## config.mk

```make
export PLATFORM = sky130hd
export DESIGN_NAME = olt_cell
export DESIGN_NICKNAME = d
export VERILOG_FILES = /design/src/olt_pkg.sv /design/src/olt_cell.sv
export SDC_FILE = /design/constraint.sdc
export NUM_CORES = 1
export LEC_CHECK = 0
export BUFFER_PORTS_ARGS = -buffer_cell sky130_fd_sc_hd__clkbuf_2
export CAP_MARGIN = 30
export CORE_ASPECT_RATIO = 2
export CORE_MARGIN = 3
export CORE_UTILIZATION = 30
export DETAILED_ROUTE_END_ITERATION = 12
export MAX_ROUTING_LAYER = met4
export PLACE_DENSITY = 0.67
export SLEW_MARGIN = 20
export SYNTH_ARGS = -nofsm -noshare
export SYNTH_HDL_FRONTEND = slang
export SYNTH_SLANG_ARGS = --single-unit
```

## constraint.sdc

```tcl
create_clock -name clk -period 2.34 [get_ports clk]
set_clock_uncertainty 0.05 [all_clocks]
set_input_delay 0.351 -clock clk [delete_from_list [all_inputs] [get_ports clk]]
set_output_delay 0.351 -clock clk [all_outputs]
set_load 0.02 [all_outputs]
```

## src/olt_pkg.sv

```systemverilog
// Package for the ordered list table engine.
// Holds the entry width, request and status codes and the cell control struct.
// No dependencies.
package olt_pkg;

  localparam int DATA_W = 32;
  localparam int POS_W  = 7;

  localparam logic [1:0] OP_INSERT = 2'd0;
  localparam logic [1:0] OP_DELETE = 2'd1;
  localparam logic [1:0] OP_LOCATE = 2'd2;
  localparam logic [1:0] OP_MODIFY = 2'd3;

  localparam logic [1:0] ST_OK        = 2'd0;
  localparam logic [1:0] ST_BAD_POS   = 2'd1;
  localparam logic [1:0] ST_FULL      = 2'd2;
  localparam logic [1:0] ST_NOT_FOUND = 2'd3;

  typedef struct packed {
    logic load;        // copy entry into the scan stage and compare it
    logic shift;       // scan stage takes the right neighbor's scan stage
    logic take_left;   // entry takes the left neighbor's entry
    logic take_right;  // entry takes the right neighbor's entry
    logic write_new;   // entry takes the new data bus
  } olt_cell_ctl_t;

endpackage

```

## src/olt_cell.sv

```systemverilog
// One cell of the list chain: one stored entry plus one stage of the scan line.
// Depends on olt_pkg for the entry width and the cell control struct.
module olt_cell
  import olt_pkg::*;
(
  input  logic              clk,
  input  olt_cell_ctl_t     ctl,
  input  logic              in_range,
  input  logic [DATA_W-1:0] cmp_value,
  input  logic [DATA_W-1:0] new_data,
  input  logic [DATA_W-1:0] left_entry,
  input  logic [DATA_W-1:0] right_entry,
  input  logic              right_match,
  input  logic [DATA_W-1:0] right_data,
  output logic [DATA_W-1:0] entry,
  output logic              scan_match,
  output logic [DATA_W-1:0] scan_data
);

  always_ff @(posedge clk) begin
    if (ctl.write_new) begin
      entry <= new_data;
    end else if (ctl.take_left) begin
      entry <= left_entry;
    end else if (ctl.take_right) begin
      entry <= right_entry;
    end
  end

  // The scan line is loaded in parallel and then drains toward cell zero,
  // one cell per cycle while shift is set, so the head always shows the entry under the cursor.
  always_ff @(posedge clk) begin
    if (ctl.load) begin
      scan_match <= in_range && (entry == cmp_value);
      scan_data  <= entry;
    end else if (ctl.shift) begin
      scan_match <= right_match;
      scan_data  <= right_data;
    end
  end

endmodule

```

After elaboration in Yosys (flattened, before gate mapping)
Cells that the tools add are included.

operators by class
  reductions and logical operators = 3
  equal/unequal tests = 1
  multiplexer cells = 7

operators by type and width
  cell                number
  two-way mux 32 bit  5
  == test 32 bit      1
  nonzero test 3 bit  1
  two-way mux 1 bit   2
  nonzero test 2 bit  1
  logical AND 1 bit   1

storage, ports and cells
  input port bits = 168
  flip-flop bits (word level) = 65

Logic depth before layout (Yosys ltp)
  depth after elaboration = 3
  depth in mapped cells = 4
  mapped depth without buffers = 4

Worst setup path after synthesis
No wires, ideal clock.

  path type = in2reg
  start = input port ctl[0] (netlist name)
  end = register entry[0], enable pin
  stages on the path = 2
  buffers on the path = 1
  setup time = 0.390 ns
  setup slack = 0.540 ns
  data required time = 1.900 ns
  arrival = 1.360 ns
  path through = clkbuf_1 -> or3_1

between the ends
  cells in the longest elaborated chain, start to end = 1

ends and longest elaborated chain
  element                              line            RTL
  start, declared                      olt_cell.sv:7   input olt_cell_ctl_t ctl,
  nonzero test 3 bit (no source line)  n/a
  end signal, assigned                 olt_cell.sv:22  entry <= new_data;
  end signal, assigned                 olt_cell.sv:24  entry <= left_entry;
  end signal, assigned                 olt_cell.sv:26  entry <= right_entry;
  end, declared                        olt_cell.sv:15  output logic [DATA_W-1:0] entry,

Every way passes these cells.
A chain may end at the register's enable or synchronous reset.

Worst setup path after layout
  start = register entry[27]
  end = register scan_match, data pin

between the ends
  cells in the longest elaborated chain, start to end = 3

ends and longest elaborated chain
  element               line            RTL
  == test 32 bit        olt_cell.sv:34  scan_match <= in_range && (entry == cmp_value);
  logical AND 1 bit     olt_cell.sv:34
  two-way mux 1 bit     olt_cell.sv:33  if (ctl.load) begin
  end signal, assigned  olt_cell.sv:34
  end signal, assigned  olt_cell.sv:37  scan_match <= right_match;
  end, declared         olt_cell.sv:16  output logic scan_match,

Every way passes these cells.

==> impl_metrics.prom <==
# TYPE chip_impl_metric gauge
chip_impl_info{name="status",value="finished clean"} 1
chip_impl_metric{name="gr-usage-met3",unit="%"} 2.66
chip_impl_metric{name="slew-limit-headroom",unit="%"} 47.0
chip_impl_metric{name="grt_usage",unit="%"} 16.2
chip_impl_metric{name="vias_per_cell",unit=""} 4.39
chip_impl_metric{name="dpl.hpwl",unit="um"} 8660
chip_impl_info{name="worst_setup_path_startpoint",value="entry[27]"} 1
chip_impl_info{name="synth_top_cells_by_area",value="edfxtp_1 58%, mux2_2 11%, mux2i_1 9.5%, o21ai_0 4.8%, xor2_1 4.2%"} 1
chip_impl_info{name="netlist.top_cell.by_area",value="edfxtp_1"} 1
chip_impl_metric{name="routed-via-count",unit=""} 2783
chip_impl_metric{name="post-route-util",unit="%"} 45.3
chip_impl_metric{name="postCtsSetupBuffers",unit=""} 0
chip_impl_metric{name="cp.required",unit="ps"} 2430
chip_impl_metric{name="design.portCount",unit=""} 233
chip_impl_metric{name="dr.pass1.iters",unit=""} 4
chip_impl_metric{name="path_clk_slew",unit="ps"} 50
chip_impl_metric{name="number_of_synthesis_warnings",unit=""} 0
chip_impl_metric{name="first_global_vias",unit=""} 2760
chip_impl_metric{name="core.rowCount",unit=""} 54
chip_impl_metric{name="p_per_area",unit="nW/um^2"} 713
chip_impl_metric{name="post-synth-top-area-fraction",unit="%"} 57.9
chip_impl_metric{name="final_total_negative_setup_slack",unit="ps"} 0
chip_impl_metric{name="synth-edff-count",unit=""} 65
chip_impl_metric{name="ir_drop",unit="V"} 0.000334
chip_impl_metric{name="number_of_buffers_inserted_during_clock_tree_synthesis",unit=""} 9
chip_impl_info{name="synth.cells.most_frequent",value="65 x edfxtp_1, 32 x mux2_2, 32 x mux2i_1, 32 x nand2_1, 32 x o21ai_0"} 1
chip_impl_metric{name="ant_nets",unit=""} 0
chip_impl_metric{name="grt_antenna_before_repair",unit=""} 0
chip_impl_metric{name="starting_density_of_the_core",unit="%"} 30.8
chip_impl_metric{name="worstMarginPinSlew",unit="ps"} 795
chip_impl_info{name="critical_path.cell_chain",value="xnor2_1, nand4_1, or4_1, o31ai_2"} 1
chip_impl_metric{name="clock-sinks",unit=""} 65
chip_impl_info{name="clk_root_buffer_cell",value="clkbuf_16"} 1
chip_impl_metric{name="power",unit="mW"} 3.54
chip_impl_info{name="top_usage_layer",value="met2"} 1
chip_impl_info{name="cts_tree",value="done"} 1
chip_impl_metric{name="grt.met1_usage",unit="%"} 17.9
chip_impl_metric{name="cts_hold_repair.buffers",unit=""} 0
chip_impl_metric{name="critical_path.max_fanout",unit=""} 3
chip_impl_metric{name="placedCellCount",unit=""} 618
chip_impl_info{name="cp_slowest_cell",value="or4_1"} 1
chip_impl_metric{name="num-nets-final",unit=""} 657
chip_impl_metric{name="ys_seq_area_share",unit="%"} 57.9
chip_impl_metric{name="clock_tree.htree_level_count",unit=""} 3
chip_impl_metric{name="clock_latency",unit="ps"} 310
chip_impl_metric{name="ctsResizeCount",unit=""} 0
chip_impl_metric{name="synth.net_count",unit=""} 424
chip_impl_metric{name="period_minus_slack",unit="ps"} 1800
chip_impl_metric{name="floorplan.die.height",unit="um"} 156
chip_impl_metric{name="detail_route.drc_violations",unit=""} 0
chip_impl_metric{name="floorplan.die_area",unit="um^2"} 12600
chip_impl_metric{name="syn-instance-count",unit=""} 256
chip_impl_metric{name="avg_inst_size_synth",unit="um^2"} 13.2
chip_impl_metric{name="synth_to_final_area_change",unit="%"} 47.1
chip_impl_metric{name="post_route_cells_drive_above_1_share",unit="%"} 57.3
chip_impl_metric{name="clock_tree.buffer_depth",unit=""} 2
chip_impl_info{name="critical_path_start_end_classification",value="reg -> reg"} 1
chip_impl_metric{name="power_leakage",unit="nW"} 2.36
chip_impl_metric{name="drt-initial-drc-count",unit=""} 124
chip_impl_metric{name="floorplan.die.width",unit="um"} 80.9
chip_impl_metric{name="globalplace.congestion",unit=""} 0.861
chip_impl_metric{name="report.final.slew_viol_count",unit=""} 0
chip_impl_metric{name="core_area",unit="um^2"} 10900
chip_impl_info{name="worst_setup_path_end_kind",value="flip-flop"} 1
chip_impl_info{name="worstReg2RegStart",value="entry[27]"} 1
chip_impl_metric{name="crit_path_max_incr_delay",unit="ps"} 580
chip_impl_metric{name="first_pass_grt_wire_length",unit="um"} 14500
chip_impl_metric{name="synthDistinctLibCells",unit=""} 20
chip_impl_info{name="cp-start-kind",value="flip-flop"} 1
chip_impl_metric{name="cap_viol_max_count",unit=""} 0
chip_impl_metric{name="ys_ff_latch",unit=""} 65
chip_impl_metric{name="wp_data_arrival",unit="ps"} 1900
chip_impl_metric{name="fraction_of_met2_tracks_used_by_global_routing",unit="%"} 28.6
chip_impl_metric{name="wirelength",unit="um"} 10300
chip_impl_metric{name="final-hold-violation-count",unit=""} 0
chip_impl_info{name="cp_top_family",value="simple AND/OR/NAND/NOR gates"} 1
chip_impl_metric{name="wire_per_inst",unit="um"} 16.2
chip_impl_info{name="unrepaired_setup_endpoints_after_global_routing",value="no"} 1
chip_impl_metric{name="final_min_period_over_clock_period",unit="%"} 77.1
chip_impl_metric{name="n_antenna_cell",unit=""} 0
chip_impl_metric{name="mappedNetlistArea",unit="um^2"} 3370
chip_impl_info{name="min-delay-start",value="new_data[26]"} 1
chip_impl_metric{name="overflow",unit=""} 0
chip_impl_metric{name="cp.buffers_inverters",unit=""} 0
chip_impl_metric{name="fmaxAchievable",unit="MHz"} 554
chip_impl_info{name="worstHoldPathType",value="in -> reg"} 1
chip_impl_metric{name="synth_async_sr_flop_share",unit="%"} 0
chip_impl_metric{name="grt_start_max_net_pins",unit=""} 43
chip_impl_info{name="ys_dominant_reg_cell",value="edfxtp_1"} 1
chip_impl_metric{name="port-buffer-count",unit=""} 232
chip_impl_metric{name="instances_no_fill",unit=""} 634
chip_impl_metric{name="report.final.setup_viol",unit=""} 0
chip_impl_info{name="most_used_standard_cell_by_instance_count_after_synthesis",value="edfxtp_1"} 1
## per-stage QoR
step           hold slack, ps  area, um^2  setup slack (ps)
3_3_place_gp              555        4680               538
6_report                  267        4960               536
3_5_place_dp              568        4680               484
4_1_cts                   255        4960               467
5_1_grt                   272        4960               442
2_1_floorplan             488        3370               540
## layout make-up
| class | count | area (um^2) |
|---|---|---|
| multi-input cells | 175 | 1350 |
| clock inverters | 5 | 46.3 |
| flip-flops and latches | 65 | 1950 |
| inverters | 1 | 3.75 |
| well taps | 140 | 175 |
| repair buffers | 237 | 1200 |
| fillers | 1044 | 5990 |
| clock buffers | 11 | 233 |
## kinds of logic after synthesis
| group | Yosys count | share of synthesized area [%] |
|---|---|---|
| AOI/OAI and AO/OA | 34 | 5.38 |
| muxes | 64 | 20.2 |
| DFF | 65 | 57.9 |
| buffers and inverters | 16 | 2.04 |
| and+or+nand+nor | 46 | 6.16 |
| xor gates and xnor gates | 31 | 8.28 |
## layer usage
layer	share of wire [%]	wire, um	up-vias
li1	-	-	1412
met1	38	3870	1239
met2	55	5660	120
met3	5.4	555	12
met4	2.1	214	0
met5	0	0	-
## layout by cell type, fill, tap and decap left out, types with 2 or more instances in the layout
master     netlist  layout
clkbuf_2         0     232
edfxtp_1        65      65
mux2i_1         32      32
nand2_1         32      32
o21ai_0         32      32
mux2_2          32      32
xor2_1          16      16
xnor2_1         14      14
clkbuf_16        0       9
buf_4            0       5
nor4_1           4       4
nand4_1          4       4
clkinv_1         0       3
nand2b_1         2       2
clkbuf_1         8       2
## registers in the layout (all words and copies together), names as in the netlist
signal and flops:
entry 32, scan_data 32, scan_match 1
## path summary, 6_finish.rpt
kind,to,slack (ps),cells after the start
setup / recovery,scan_match,540,4
hold / removal,entry[26],270,3
setup reg to reg,scan_match,540,4
hold reg to reg,scan_data[29],580,1
## report_power, final
group / switching, mW / leakage, nW / internal, mW
registers: 0.0863 / 0.677 / 1.45
clock network: 0.442 / 0.136 / 0.811
logic: 0.417 / 1.55 / 0.330
## worst register-to-register path, stage by stage (launching register included)
cell      delay (ps)
edfxtp_1         430
xnor2_1          250
nand4_1          120
or4_1            580
o31ai_2          210
Power figures use the tool's default switching activity.
